File: config.mk
export PLATFORM = sky130hd
export DESIGN_NAME = cau_front
export DESIGN_NICKNAME = d
export VERILOG_FILES = /design/src/rtl/complex_arithmetic_unit_macros.svh /design/src/rtl/cau_pkg.sv /design/src/rtl/cau_front.sv
export SDC_FILE = /design/constraint.sdc
export NUM_CORES = 2
export LEC_CHECK = 0
export BUFFER_PORTS_ARGS = -buffer_cell sky130_fd_sc_hd__buf_2
export CORE_MARGIN = 5
export CORE_UTILIZATION = 25
export DETAILED_ROUTE_END_ITERATION = 16
export HOLD_SLACK_MARGIN = 0.15
export SYNTH_ARGS = -nofsm -noshare
export SYNTH_HDL_FRONTEND = slang
export SYNTH_SLANG_ARGS = --single-unit
File: constraint.sdc
create_clock -name clk -period 7.2 [get_ports clk]
set_clock_uncertainty 0.05 [all_clocks]
set_input_delay 1.08 -clock clk [delete_from_list [all_inputs] [get_ports clk]]
set_output_delay 1.08 -clock clk [all_outputs]
set_load 0.05 [all_outputs]
File: src/rtl/complex_arithmetic_unit_macros.svh
// Assertion helpers used by the top-level RTL file.
`ifndef COMPLEX_ARITHMETIC_UNIT_MACROS_SVH
`define COMPLEX_ARITHMETIC_UNIT_MACROS_SVH

// Check that cons holds in the same cycle as ante, except during reset.
`define CAU_ASSERT_IMPL(label, ante, cons) \
  label: assert property (@(posedge clk) disable iff (rst) (ante) |-> (cons)) \
    else $error("assertion failed");

// Check that cons holds in the cycle after ante, with reset cycles included.
`define CAU_ASSERT_NEXT(label, ante, cons) \
  label: assert property (@(posedge clk) (ante) |=> (cons)) \
    else $error("assertion failed");

`endif

File: src/rtl/cau_pkg.sv
package cau_pkg;

  typedef enum logic [1:0] {
    CMD_ADD,
    CMD_SUB,
    CMD_MUL,
    CMD_DIV
  } cmd_t;

  localparam logic [1:0] ST_OK  = 2'd0;
  localparam logic [1:0] ST_SAT = 2'd1;
  localparam logic [1:0] ST_DZ  = 2'd2;

  typedef struct packed {
    logic valid;
    cmd_t cmd;
    logic dz;
    logic neg_re;
    logic neg_im;
  } cau_ctl_t;

endpackage

File: src/rtl/cau_front.sv
module cau_front #(
  parameter int W = 16,
  parameter int F = 8
) (
  input  logic                   clk,
  input  logic                   rst,
  input  logic                   adv,
  input  logic                   in_valid,
  input  logic [1:0]             cmd,
  input  logic [W-1:0]           a_re,
  input  logic [W-1:0]           a_im,
  input  logic [W-1:0]           b_re,
  input  logic [W-1:0]           b_im,
  output cau_pkg::cau_ctl_t      ctl,
  output logic [2*W+F-1:0]       num_re,
  output logic [2*W+F-1:0]       num_im,
  output logic [2*W-1:0]         den
);
  import cau_pkg::*;

  localparam int MW = 2*W+F;

  // operand register
  logic            va;
  cmd_t            cmd_a;
  logic signed [W-1:0] a, b, c, d;

  // product register
  logic            vb;
  cmd_t            cmd_b;
  logic            dz_b;
  logic signed [2*W-1:0] ac, bd, ad, bc, cc, dd;
  logic signed [W:0]     s_re, s_im;

  logic signed [2*W:0] p_re, p_im;
  logic [2*W:0]        m_re, m_im;
  logic [MW-1:0]       n_re_next, n_im_next;

  always_ff @(posedge clk) begin
    if (rst) begin
      va <= 1'b0;
      vb <= 1'b0;
      ctl.valid <= 1'b0;
    end else if (adv) begin
      va <= in_valid;
      vb <= va;
      ctl.valid <= vb;
    end
    if (adv) begin
      cmd_a <= cmd_t'(cmd);
      a <= a_re;
      b <= a_im;
      c <= b_re;
      d <= b_im;

      cmd_b <= cmd_a;
      dz_b  <= (c == '0) && (d == '0);
      ac <= a * c;
      bd <= b * d;
      ad <= a * d;
      bc <= b * c;
      cc <= c * c;
      dd <= d * d;
      if (cmd_a == CMD_SUB) begin
        s_re <= {a[W-1], a} - {c[W-1], c};
        s_im <= {b[W-1], b} - {d[W-1], d};
      end else begin
        s_re <= {a[W-1], a} + {c[W-1], c};
        s_im <= {b[W-1], b} + {d[W-1], d};
      end

      ctl.cmd    <= cmd_b;
      ctl.dz     <= dz_b;
      ctl.neg_re <= p_re[2*W];
      ctl.neg_im <= p_im[2*W];
      num_re <= n_re_next;
      num_im <= n_im_next;
      den    <= $unsigned(cc) + $unsigned(dd);
    end
  end

  always_comb begin
    case (cmd_b)
      CMD_MUL: begin
        p_re = {ac[2*W-1], ac} - {bd[2*W-1], bd};
        p_im = {ad[2*W-1], ad} + {bc[2*W-1], bc};
      end
      CMD_DIV: begin
        p_re = {ac[2*W-1], ac} + {bd[2*W-1], bd};
        p_im = {bc[2*W-1], bc} - {ad[2*W-1], ad};
      end
      default: begin
        p_re = (2*W+1)'(s_re);
        p_im = (2*W+1)'(s_im);
      end
    endcase
    m_re = p_re[2*W] ? $unsigned(-p_re) : $unsigned(p_re);
    m_im = p_im[2*W] ? $unsigned(-p_im) : $unsigned(p_im);
    // magnitudes never exceed 2^(2W-1), so the top bit drops cleanly
    case (cmd_b)
      CMD_MUL: begin
        n_re_next = MW'(m_re[2*W-1:0] >> F);
        n_im_next = MW'(m_im[2*W-1:0] >> F);
      end
      CMD_DIV: begin
        n_re_next = MW'(m_re[2*W-1:0]) << F;
        n_im_next = MW'(m_im[2*W-1:0]) << F;
      end
      default: begin
        n_re_next = MW'(m_re[2*W-1:0]);
        n_im_next = MW'(m_im[2*W-1:0]);
      end
    endcase
  end

endmodule

==> impl_metrics.yaml <==
min_path:
  min-delay-path-class: "reg2reg"
  min_from: "dz_b"
cts:
  cts_tree: "built"
  root_buffer: "clkbuf_16"
  clk_pin_slew_worst_paths_ps: 80
  clock_latency_ps: 720
  cts.sinks: 413
  h-tree-depth: 2
  cts_hold_buf: 0
  cts_buffers: 51
  cts_buffer_depth: 3
yosys:
  synth-simple-area-share: 0.1339
  syn_avg_cell_area_um2: 9.560
  yosys_warnings: 0
  synth_nets: 10707
  seq_area_frac_synth: 0.1529
  syn-cell-area_mm2: 0.08090
  synth_cell_type_count: 110
  async_reset_ff_frac: 0
  synth_edf_count: 410
  synth_mux_area_frac: 0.004300
  synth_top_family_by_area: "adder cells"
  synth.top_cell.area_share: 0.3757
  syn_inst: 8462
  synth_fa_ha_area_frac: 0.4773
  synth-seq-cells: 413
  yosys.area_share.xor_xnor: 0.04959
  synthTopCellsByArea: "fa_1 38%, edfxtp_1 15%, ha_1 10%"
  synth-main-ff-cell: "edfxtp_1"
  yosysTopAreaCell: "fa_1"
  synth_compound_area_frac: 0.08006
detailed_routing:
  drtIter0Drc: 4485
  drcViolationCount: 0
  antenna_left: 0
  wl_per_cell_um: 18.73
  routed_wl_um: 244400
  via_per_inst: 4.490
  vias: 58590
  dr.pass1.iters: 6
timing:
  setup_viol: 0
  fmax_mhz: 143.8
  finalMaxSlewViolations: 0
  min_period_ps: 6955
  fin_crit_sh: 0.9660
  slew_headroom: 0.2553
  hold_viol: 0
  fin_tns_setup_ps: 0
  worstMarginPinSlew_ps: 1103
place:
  hpwl_um: 200700
  port_buffers: 187
  gp_congestion: 0.9101
worst_setup_path:
  critical_path.endpoint_type: "flop"
  worstSetupStartpointType: "flop"
  path_max_fanout: 11
  critical_path_class: "reg2reg"
  worstPathArrival_ps: 7350
  crit_required_ps: 7590
  crit_start: "d[3]"
  r2r_start: "d[3]"
layout:
  nets: 10944
  area_growth_pct: 12.71
  drive_gt1_frac: 0.08614
global_routing:
  antenna_found_initial: 23
  grt_start_max_net_pins: 106
  grt_pass1_wl_um: 378000
  grt_pass1_vias: 60451
  grt_usage: 0.1469
  grt_overflow: 0
run:
  maxCapViolCount: 0
floorplanning:
  die_x_um: 578.8
  die_area_mm2: 0.3351
  initial_core_util: 0.2515
  core_mm2: 0.3217
  fp.dieH_um: 578.8
  ios: 188
  placementRows: 208
status:
  status: "finished clean"
## placed cells by master, fill, tap and decap left out, types with 18 or more instances in the layout
cell	synthesis	layout
nor2_1	432	427
xor2_1	128	127
nand2_1	801	798
mux2i_1	28	28
nand2b_1	54	54
fa_1	1518	1513
or2_2	29	29
ha_1	657	655
and2_1	532	531
inv_1	1831	1828
o21bai_1	41	41
o21a_1	43	43
buf_12	0	60
xnor2_1	330	328
a211o_1	18	18
a21oi_1	268	264
nor2b_1	44	43
nand4_1	21	21
buf_2	16	186
or3_1	25	25
o22ai_1	19	19
a211oi_1	26	24
a31o_2	23	23
clkbuf_16	0	51
buf_4	0	276
edfxtp_1	410	410
nand3_1	76	76
o211ai_1	22	22
a31oi_1	35	34
o31ai_1	28	25
nor3_1	91	91
o21ai_0	172	167
and3_1	42	42
a21o_1	111	111
## kinds of logic (layout without fill, tap and decap cells)
logic type,count (synthesis),count (layout)
AOI/OAI and AO/OA,965,965
xor gates and xnor gates,458,458
adders and majority gates,2175,2175
buffers and inverters,2188,2468
DFF,413,413
muxes,34,34
other,0,1
and+or+nand+nor,2229,2229
## worst max-delay path: stages (launching register included)
cell	delay (ps)
edfxtp_1	470
buf_4	230
nand2_1	120
inv_1	70
fa_1	530
inv_1	50
fa_1	580
fa_1	470
fa_1	570
inv_1	50
fa_1	510
fa_1	430
ha_1	350
a21o_1	180
a21o_1	160
a21oi_1	270
o41a_1	270
o21ai_0	140
o21ai_0	160
nand2b_1	200
a21boi_2	230
o21ai_0	130
o41ai_1	390
xnor2_1	110
## what timing repair did
item,CTS,global route
cloned,0,0
pin swaps,0,7
resized for setup,1,55
setup endpoints to repair,3,25
setup buffers,4,10
## final timing paths
| check | endpoint | slack [ps] | depth (start not counted) |
|---|---|---|---|
| setup / recovery | dd[30] | 240 | 23 |
| hold / removal | ctl[2] | 390 | 0 |
| setup reg to reg | dd[30] | 240 | 23 |
| hold reg to reg | ctl[2] | 390 | 0 |
## through the flow
step | cell area [um2] | std cells | hold slack, ps | worst slack (ps) | utilization
floorplan | 80900 | 8462 | 350.3 | 30.73 | -
global placement | 89090 | 12937 | 357.8 | -71.93 | 0.2770
detailed placement | 89090 | 12937 | 368.2 | -176.1 | 0.2770
CTS | 90870 | 13037 | 392.0 | 13.81 | 0.2825
global route | 91180 | 13047 | 405.4 | -87.19 | 0.2834
finish | 91180 | 13048 | 386.6 | 244.5 | 0.2835
## metal layers
metal	track usage	wire, um	part of all wire	vias to the layer above
met1	0.2149	112300	0.46	29573
met3	0.03357	21440	0.088	300
met4	0.03507	6821	0.028	4
met5	0	34	0.00014	-
li1	-	-	-	26769
met2	0.2190	103700	0.42	1944
## sequential cells by signal, indices dropped and copies added, names as in the netlist, 16 cells and up
signal  flops
a          16
ac         32
ad         32
b          16
bc         32
bd         32
c          16
cc         31
d          16
dd         31
den        32
num_im     40
num_re     40
s_im       17
s_re       17
## final cells by class
cell class / count / area, um2
Clock buffer: 57 / 1299
Timing Repair Buffer: 526 / 4253
Clock inverter: 39 / 450.4
Inverter: 1846 / 6937
Tap cell: 4305 / 5386
Fill cell: 34045 / 230500
Sequential cell: 413 / 12370
Multi-Input combinational cell: 5861 / 60480
Antenna cell: 1 / 2.502
## Yosys cell counts (all sizes together), types with 12 or more instances
library cell / n
nor2: 433
nor3: 93
o21ai: 177
and3: 43
mux2i: 28
xor2: 128
fa: 1518
xnor2: 330
o31ai: 29
o22ai: 19
and4: 12
inv: 1835
a21oi: 271
nand2: 802
nor4: 16
a211oi: 28
nand4: 22
clkbuf: 298
a21o: 111
ha: 657
a211o: 18
nand2b: 54
buf: 44
o21bai: 41
o211ai: 22
or3: 25
nand3: 77
a31o: 24
o41ai: 14
o21a: 43
or2: 31
and2: 532
edfxtp: 410
nor2b: 45
a21boi: 13
a31oi: 37
Power is left out: the tool's default activity adds up to more than one toggle a clock period on the data nets, which glitch-free logic cannot reach.
