--- config.mk ---
export PLATFORM = sky130hd
export DESIGN_NAME = cau_cell
export DESIGN_NICKNAME = d
export VERILOG_FILES = /design/src/rtl/complex_arithmetic_unit_macros.svh /design/src/rtl/cau_pkg.sv /design/src/rtl/cau_cell.sv
export SDC_FILE = /design/constraint.sdc
export NUM_CORES = 1
export LEC_CHECK = 0
export ABC_AREA = 0
export BUFFER_PORTS_ARGS = -buffer_cell sky130_fd_sc_hd__buf_2
export CORE_MARGIN = 3
export CORE_UTILIZATION = 52
export DETAILED_ROUTE_END_ITERATION = 7
export PLACE_DENSITY = 0.79
export SYNTH_ARGS = -nofsm -noshare
export SYNTH_HDL_FRONTEND = slang
export SYNTH_SLANG_ARGS = --single-unit
--- constraint.sdc ---
create_clock -name clk -period 4.2 [get_ports clk]
set_input_delay 0.63 -clock clk [delete_from_list [all_inputs] [get_ports clk]]
set_output_delay 0.63 -clock clk [all_outputs]
set_load 0.01 [all_outputs]
--- src/rtl/complex_arithmetic_unit_macros.svh ---
// Assertion helpers used by the top-level RTL file.
`ifndef COMPLEX_ARITHMETIC_UNIT_MACROS_SVH
`define COMPLEX_ARITHMETIC_UNIT_MACROS_SVH

// Check that cons holds in the same cycle as ante, except during reset.
`define CAU_ASSERT_IMPL(label, ante, cons) \
  label: assert property (@(posedge clk) disable iff (rst) (ante) |-> (cons)) \
    else $error("assertion failed");

// Check that cons holds in the cycle after ante, with reset cycles included.
`define CAU_ASSERT_NEXT(label, ante, cons) \
  label: assert property (@(posedge clk) (ante) |=> (cons)) \
    else $error("assertion failed");

`endif

--- src/rtl/cau_pkg.sv ---
package cau_pkg;

  typedef enum logic [1:0] {
    CMD_ADD,
    CMD_SUB,
    CMD_MUL,
    CMD_DIV
  } cmd_t;

  localparam logic [1:0] ST_OK  = 2'd0;
  localparam logic [1:0] ST_SAT = 2'd1;
  localparam logic [1:0] ST_DZ  = 2'd2;

  typedef struct packed {
    logic valid;
    cmd_t cmd;
    logic dz;
    logic neg_re;
    logic neg_im;
  } cau_ctl_t;

endpackage

--- src/rtl/cau_cell.sv ---
module cau_cell #(
  parameter int W     = 16,
  parameter int F     = 8,
  parameter int SHIFT = 0
) (
  input  logic                   clk,
  input  logic                   rst,
  input  logic                   adv,
  input  cau_pkg::cau_ctl_t      src_ctl,
  input  logic [2*W+F-1:0]       src_num_re,
  input  logic [2*W+F-1:0]       src_num_im,
  input  logic [W:0]             src_q_re,
  input  logic [W:0]             src_q_im,
  input  logic [2*W-1:0]         src_den,
  output cau_pkg::cau_ctl_t      dst_ctl,
  output logic [2*W+F-1:0]       dst_num_re,
  output logic [2*W+F-1:0]       dst_num_im,
  output logic [W:0]             dst_q_re,
  output logic [W:0]             dst_q_im,
  output logic [2*W-1:0]         dst_den
);
  import cau_pkg::*;

  localparam int MW = 2*W+F;
  localparam int NW = 3*W+F;

  logic [NW-1:0] dsh;
  logic          div, ge_re, ge_im;
  logic [MW-1:0] num_re_next, num_im_next;

  always_comb begin
    dsh   = NW'(src_den) << SHIFT;
    div   = (src_ctl.cmd == CMD_DIV);
    ge_re = div && (NW'(src_num_re) >= dsh);
    ge_im = div && (NW'(src_num_im) >= dsh);
    num_re_next = ge_re ? MW'(NW'(src_num_re) - dsh) : src_num_re;
    num_im_next = ge_im ? MW'(NW'(src_num_im) - dsh) : src_num_im;
  end

  always_ff @(posedge clk) begin
    if (rst) begin
      dst_ctl.valid <= 1'b0;
    end else if (adv) begin
      dst_ctl.valid <= src_ctl.valid;
    end
    if (adv) begin
      dst_ctl.cmd    <= src_ctl.cmd;
      dst_ctl.dz     <= src_ctl.dz;
      dst_ctl.neg_re <= src_ctl.neg_re;
      dst_ctl.neg_im <= src_ctl.neg_im;
      dst_num_re <= num_re_next;
      dst_num_im <= num_im_next;
      dst_q_re   <= {src_q_re[W-1:0], ge_re};
      dst_q_im   <= {src_q_im[W-1:0], ge_im};
      dst_den    <= src_den;
    end
  end

endmodule

==> results of run 1 <==
-- path summary, 6_finish.rpt --
path                                 start              to  slack [ps]  cells past startpoint
worst max-delay path            src_den[1]  dst_num_re[33]         840                     11
worst min-delay path                   rst      dst_ctl[5]         360                      2
worst min register to register  dst_ctl[5]      dst_ctl[5]         530                      2
worst max register to register  dst_ctl[5]      dst_ctl[5]        3590                      2
-- cell usage after synthesis (all sizes together) (12+ instances only) --
master and number:
edfxtp 151, a21oi 78, o21ai 78, nand2 73
ha 64, inv 60, nor2 59, xnor2 40
xor2 32, mux2 25, nand4 19, a21o 18
nor3 18, buf 17, a211oi 14, clkbuf 12
-- layout make-up --
| class | instances | area, sq um | area share [%] |
|---|---|---|---|
| sequential | 152 | 4554 | 38.24 |
| clock inverter | 14 | 221.5 | 1.859 |
| inverter | 60 | 227.7 | 1.912 |
| antenna | 1 | 2.502 | 0.02101 |
| tap | 225 | 281.5 | 2.363 |
| clock buffer | 18 | 429.2 | 3.603 |
| multi-input combinational | 656 | 4592 | 38.55 |
| timing repair buffer | 314 | 1603 | 13.46 |
-- routing by layer --
| layer | part of all wire [%] | vias to the layer above | wire length [microns] | global-route usage, % |
|---|---|---|---|---|
| met4 | 2.7 | 4 | 754 | 9.740 |
| met2 | 49 | 348 | 13810 | 46.68 |
| li1 | - | 3953 | - | - |
| met1 | 41 | 3833 | 11450 | 34.17 |
| met3 | 6.9 | 57 | 1930 | 5.699 |
| met5 | 0.10 | - | 28 | 0 |
-- per-stage QoR --
| stage | cell area [sq um] | hold WS [ps] | util (%) | total power [W] |
|---|---|---|---|---|
| after global routing | 11910 | 356.2 | 67.69 | 0.004876 |
| after global placement | 11260 | 472.7 | 63.98 | 0.002957 |
| after CTS | 11910 | 348.2 | 67.68 | 0.004692 |
| after floorplan | 9508 | 527.9 | - | 0.002567 |
| final | 11910 | 361.4 | 67.69 | 0.004686 |
| after detailed placement | 11260 | 525.0 | 63.98 | 0.002981 |
-- where the power goes --
| group | total [W] | switching [W] | internal (W) |
|---|---|---|---|
| sequential | 0.00187 | 0.0000351 | 0.00184 |
| clock | 0.00172 | 0.000654 | 0.00106 |
| combinational | 0.00110 | 0.000649 | 0.000451 |
-- flip-flops by register name, indices dropped and copies added, names as in the netlist --
register    flops
dst_q_im       17
dst_ctl         6
dst_den        32
dst_num_im     40
dst_num_re     40
dst_q_re       17
-- logic make-up after synthesis --
| logic type | Yosys count |
|---|---|
| buffers and inverters | 89 |
| multiplexers | 27 |
| AND/OR/NAND/NOR | 236 |
| XOR/XNOR | 72 |
| flip-flops | 152 |
| adder cells (fa/ha/maj) | 66 |
| AO/OA/AOI/OAI | 255 |
==> metrics.md, run 1 <==
| Metric | Value |
|---|---|
| Total number of vias | `8195` |
| Status | `finished, final reports clean` |
| Placed insts | `~1.4k` |
| Yosys top cell by area | `edfxtp_1` |
| Critical path class | `in2reg` |
| Final WL | `about 28000 microns` |
| Initial antenna violation count | `3` |
| Clk_skew | `0 ps` |
| Worst-Margin Slew | `~840 ps` |
| Crit-path leading delay family | `compound AO/OA/AOI/OAI gates` |
| Synthesized-area fraction occupied by adder cells | `under 10%` |
| Seq cells post-synth | `approximately 150` |
| Setup violators final | `0` |
| Fin. max-slew vios | `0` |
| Largest net degree at the start of global routing | `89` |
| Crit end category | `flip-flop` |
| GRT Util Overall | `between 20% and 30%` |
| Max_cap viols | `0` |
| Setup WS pre-CTS | `between 400 and 500 ps` |
| Filler Cells Inserted | `between 1k and 1.5k` |
| CP Launch Type | `input port` |
| Worst-path clk slew | `about 60 ps` |
| Most used DFF post-synth | `edfxtp_1` |
| Yosys top cell area share | `47.69%` |
| Final Cycle Share | `80.08%` |
| Most frequent cells in the layout | `buf_2 (303), edfxtp_1 (151), a21oi_1 (77), nand2_1 (73), o21ai_0 (73)` |
| Worst relative slew slack | `between 40 and 50%` |
| Die Wd | `approximately 140 microns` |
| Leakage power | `approximately 5.2 nW` |
| Initial DRC Count | `580` |
| PwrDens | `393.4 nW/um^2` |
| First-pass GRT wire length | `42260 microns` |
| CP Buf/Inv Count | `2` |
| Core Area | `around 18000 sq um` |
| Post-synth EDFFs | `between 150 and 200` |
| I/O pins | `about 310` |
| Final min period | `~3400 ps` |
| Seq/Total Area, Yosys | `47.90%` |
| Critical Path Max Stage Delay | `approximately 460 ps` |
| Hold Path Class | `in2reg` |
| Synth unique cells | `68` |
| CP arrival | `roughly 3500 ps` |
| Share of cells above drive strength 1 | `a little under a third` |
| Initial Util | `around 54%` |
| Synth Area in Compound Gates | `~17%` |
| Post-synthesis mux area share | `between 3 and 4%` |
| Final WS setup | `836.5 ps` |
| Setup Fix Bufs, Post-CTS | `0` |
| Final Wtd Congestion | `~0.94` |
| Slowest stage cell, crit path | `a2111oi_2` |
| Mean Syn Cell Area | `roughly 11 sq um` |
| Final hold violation count | `0` |
| Crit path required time | `4360 ps` |
| CP max FO | `5` |
| Layout Nets | `~1.4k` |
| Synthesized instance count | `around 900` |
| Ys async rst share | `0%` |
| Post-synthesis xor/xnor area fraction | `under 10%` |
| Die extent in y | `between 100 and 150 microns` |
| Setup TNS | `0 ps` |
| Synth warn | `0` |
| Cells along the critical path | `buf_2 -> inv_1 -> ha_1 -> nor2b_1 -> o31a_1 -> o21ai_0 -> a211oi_1 -> nor3_1 -> o21ai_0 -> a2111oi_2 -> xor2_1` |
| Max Root-Sink Buffers | `2` |
| Non-Filler Instances | `between 1k and 1.5k` |
| Max Freq | `just under 300 MHz` |
| Peak supply drop | `around 0.28 mV` |
| # DRC | `0` |
| Full die area | `around 20000 sq um` |
| Root cell of the clock tree | `clkbuf_16` |
| Mapped Area | `approximately 9500 sq um` |
| Cts repair resizes | `0` |
| Clock buffer count from CTS | `17` |
| Grt total ovfl | `0` |
| Top post-synthesis cells by area | `edfxtp_1 (48%), ha_1 (8.4%), a21oi_1 (4.1%)` |
| CTS Sinks | `152` |
| Post-Synth Simple-Gate Area | `approximately an eighth` |
| Post-DR vias/cell | `5.691` |
| Port buffer count | `slightly above 300` |
| CTS tree | `done` |
| DRT antenna net count | `0` |
| Total nets after synthesis | `roughly 1.1k` |
| First-pass DRT Iterations | `7` |
| Area delta synth->final | `25.28%` |
| RSZ-0062 raised after global routing | `no` |
| H-tree Lvls | `4` |
| CP most frequent cell | `o21ai_0` |
| Main combinational cell family by area after synthesis | `compound AO/OA/AOI/OAI gates` |
| Clock Latency Late Sink | `between 400 and 500 ps` |
| # rows | `between 40 and 50` |
| Most common cell after layout, fill and taps aside | `buf_2` |
| WL per Instance | `about 19 microns` |
| Hold Buf Count CTS | `0` |
| Final HPWL DP | `21700 microns` |
| Vias in the first global route | `between 7k and 8k` |
Note: power is estimated with default switching activity, not from simulation.
==> inputs of run 2 (changes only) <==
ABC_AREA = 1   (was 0)
CORE_UTILIZATION = 54   (was 52)
clock period = 3.3 ns   (was 4.2 ns; I/O delays follow)
==> metrics.md, run 2 <==
| Metric | Value |
|---|---|
| Status | `finished, final reports clean` |
| Core Area | `20620 sq um (+17%)` |
| Min-delay src | `rst` |
| Synth warn | `0 (unchanged)` |
| Count leader, synth | `nand2_1` |
| Final HPWL DP | `30580 microns (+41%)` |
| Die Wd | `152.1 microns (+7.7%)` |
| CP max FO | `29 (+24)` |
| Cts repair resizes | `0 (unchanged)` |
| Final Wtd Congestion | `0.9595 (+1.8%)` |
| Final min period | `roughly 2600 ps` |
| Largest net degree at the start of global routing | `153 (+72%)` |
| Leakage power | `7.321 nW (+41%)` |
| Setup TNS | `0 ps (unchanged)` |
| Initial DRC Count | `868 (+50%)` |
| Yosys top cell by area | `edfxtp_1` |
| Port buffer count | `304 (unchanged)` |
| Final hold violation count | `0 (unchanged)` |
| Most frequent cells in the layout | `nand2_1 (588), buf_2 (303), inv_1 (283), edfxtp_1 (151), nor2_1 (131)` |
| Total nets after synthesis | `1797 (+61%)` |
| Largest registers | `dst_num_im x40, dst_num_re x40, dst_den x32` |
| CP startpoint | `src_num_im[0]` |
| Multi-input logic area | `5710 sq um (+24%)` |
| Max Root-Sink Buffers | `2 (unchanged)` |
| Post-synth EDFFs | `151 (unchanged)` |
| Placed insts | `2144 (+52%)` |
| Post-DR vias/cell | `5.165 (-9.2%)` |
| Most used DFF post-synth | `edfxtp_1` |
| CP arrival | `2770 ps (-760 ps)` |
| First-pass DRT Iterations | `7 (unchanged)` |
| Post-route cell area | `13940 sq um (+17%)` |
| Setup Fix Bufs, Post-CTS | `0 (unchanged)` |
| Full die area | `23120 sq um (+16%)` |
| Mapped Area | `11520 sq um (+21%)` |
| # rows | `52 (+8.3%)` |
| Clock Latency Late Sink | `430 ps (about the same)` |
| DRT antenna net count | `0 (unchanged)` |
| Seq cells post-synth | `152 (unchanged)` |
| FF-to-FF path depth | `2 (unchanged)` |
| Hold Buf Count CTS | `0 (unchanged)` |
| Root cell of the clock tree | `clkbuf_16` |
| WL per Instance | `16.93 microns (-13%)` |
| Critical Path Max Stage Delay | `460 ps (about the same)` |
| Max_cap viols | `0 (unchanged)` |
| Seq/Total Area, Yosys | `39.54% (-8.4 points)` |
| PwrDens | `441.2 nW/um^2 (+12%)` |
| Max Freq | `385.8 MHz` |
| Peak supply drop | `0.3882 mV (+38%)` |
| Synth unique cells | `38 (-44%)` |
| Layout Nets | `2114 (+49%)` |
| CP Launch Type | `input port` |
| Worst R2R Start | `dst_ctl[5]` |
| # DRC | `0 (unchanged)` |
| Mean Syn Cell Area | `7.309 sq um (-31%)` |
| Crit end category | `flip-flop` |
| Clk_skew | `0 ps (unchanged)` |
| Placed inst area | `13310 sq um (+18%)` |
| Worst-Margin Slew | `952.8 ps (+114.1 ps)` |
| Synthesized instance count | `1576 (+76%)` |
| Area delta synth->final | `21.05%` |
| Grt total ovfl | `0 (unchanged)` |
| H-tree Lvls | `4 (unchanged)` |
| Share of cells above drive strength 1 | `22.46% (-9.3 points)` |
| Clock buffer count from CTS | `17 (unchanged)` |
| Initial Util | `55.85% (+1.8 points)` |
| Fin. max-slew vios | `0 (unchanged)` |
| Vias in the first global route | `10.99k (+38%)` |
| Ys async rst share | `0% (unchanged)` |
| Crit path required time | `3480 ps (-880 ps)` |
| CTS tree | `done` |
| Die extent in y | `152.1 microns (+7.7%)` |
| Worst relative slew slack | `36.48% (-7.6 points)` |
| Non-Filler Instances | `2178 (+51%)` |
| Hold Path Class | `in2reg` |
| I/O pins | `307 (unchanged)` |
| Flop2flop setup slack | `2720 ps (-870 ps)` |
| Final WL | `36870 microns (+32%)` |
| Yosys top cell area share | `39.37% (-8.3 points)` |
| CTS Sinks | `152 (unchanged)` |
| Initial antenna violation count | `1 (-2)` |
| Top post-synthesis cells by area | `edfxtp_1 (39%), nand2_1 (19%), inv_1 (9.2%)` |
| CP most frequent cell | `nand2_2` |
| Setup violators final | `0 (unchanged)` |
| Total number of vias | `11.25k (+37%)` |
| WHS | `210.8 ps (-150.6 ps)` |
| FF+latch area | `4554 sq um (unchanged)` |
| Cells along the critical path | `buf_2 -> inv_1 -> ha_1 -> inv_1 -> fa_1 -> nand2_1 -> nand3_1 -> nand3_2 -> nand2_2 -> nand2_2 -> nand2_4 -> nand2_2 -> nand3_4 -> nand2_8 -> buf_4 -> o21ai_2` |
| Cell depth of the worst hold path | `2 (unchanged)` |
| Most common cell after layout, fill and taps aside | `nand2_1` |
| Final Cycle Share | `about four fifths` |
| GRT Util Overall | `31.34% (+4.1 points)` |
| Worst-path clk slew | `70 ps (about the same)` |
| Critical path class | `in2reg` |
| Commonest cells in the netlist | `nand2_1 (588), inv_1 (283), edfxtp_1 (151), nor2_1 (131), nand3_1 (86)` |
| RSZ-0062 raised after global routing | `no` |
| First-pass GRT wire length | `57690 microns (+37%)` |
| Filler Cells Inserted | `1807 (+30%)` |
| Slowest stage cell, crit path | `fa_1` |
[run 2: cell types whose count changed after synthesis, sizes merged, moves of 9 or more]
cell,delta
xor2,-29
nor2,+84
nand3,+80
o211ai,-9
inv,+228
o21ai,-16
a21oi,-31
a21o,-15
nor2b,-10
mux2,-25
nand2,+538
clkbuf,-12
a211oi,-14
[run 2: final timing paths]
path | end
max reg2reg | dst_ctl[5]
min reg2reg | dst_ctl[5]
max | dst_num_im[2]
min | dst_ctl[5]
[run 2: metal layers]
metal,vias up,track usage [%],wire length [microns]
met3,69,4.352,2233
met2,446,56.29,18590
li1,5621,-,-
met4,0,9.418,1081
met5,-,0,0
met1,5114,39.31,14960
[run 2: cells by family (layout without fill, tap and decap cells)]
kind of cell               Yosys count  after routing  synth area share, %
and+or+nand+nor                    894            894                32.49
buffers and inverters              305            635                10.88
DFF                                152            152                39.54
AOI/OAI and AO/OA                  115            115                6.431
adders and majority gates           66             66                7.300
xor gates and xnor gates            43             43                3.270
muxes                                1              1              0.08690
other                                0              2                    0
[run 2: critical path: cells and delay by family]
kind | cells | cell delay [ps]
AND/OR/NAND/NOR | 9 | 1090
adder cells (fa/ha/maj) | 2 | 590
buffers and inverters | 4 | 510
AO/OA/AOI/OAI | 1 | 60
[run 2: through the flow]
step | total power [W] | worst slack (ps) | util (%)
2_1_floorplan | 0.003435 | 894.6 | -
3_3_place_gp | 0.004009 | 367.3 | 64.54
3_5_place_dp | 0.004044 | 299.6 | 64.54
4_1_cts | 0.006153 | 733.4 | 67.58
5_1_grt | 0.006457 | 552.7 | 67.59
6_report | 0.006152 | 707.7 | 67.61
[run 2: area by class of cell]
cell class                 count  area share (%)
clock buffer                  17           3.051
clock inverter                15           1.454
sequential                   152           32.66
tap                          270           2.423
multi-input combinational   1119           40.95
timing repair buffer         312           11.57
inverter                     291           7.852
antenna                        2         0.03589
[run 2: report_power, final]
group | internal (W) | total, W | leakage (nW) | switching, W
clock | 0.00123 | 0.00213 | 0.308 | 0.000905
combinational | 0.000577 | 0.00165 | 5.53 | 0.00107
sequential | 0.00233 | 0.00237 | 1.48 | 0.0000437
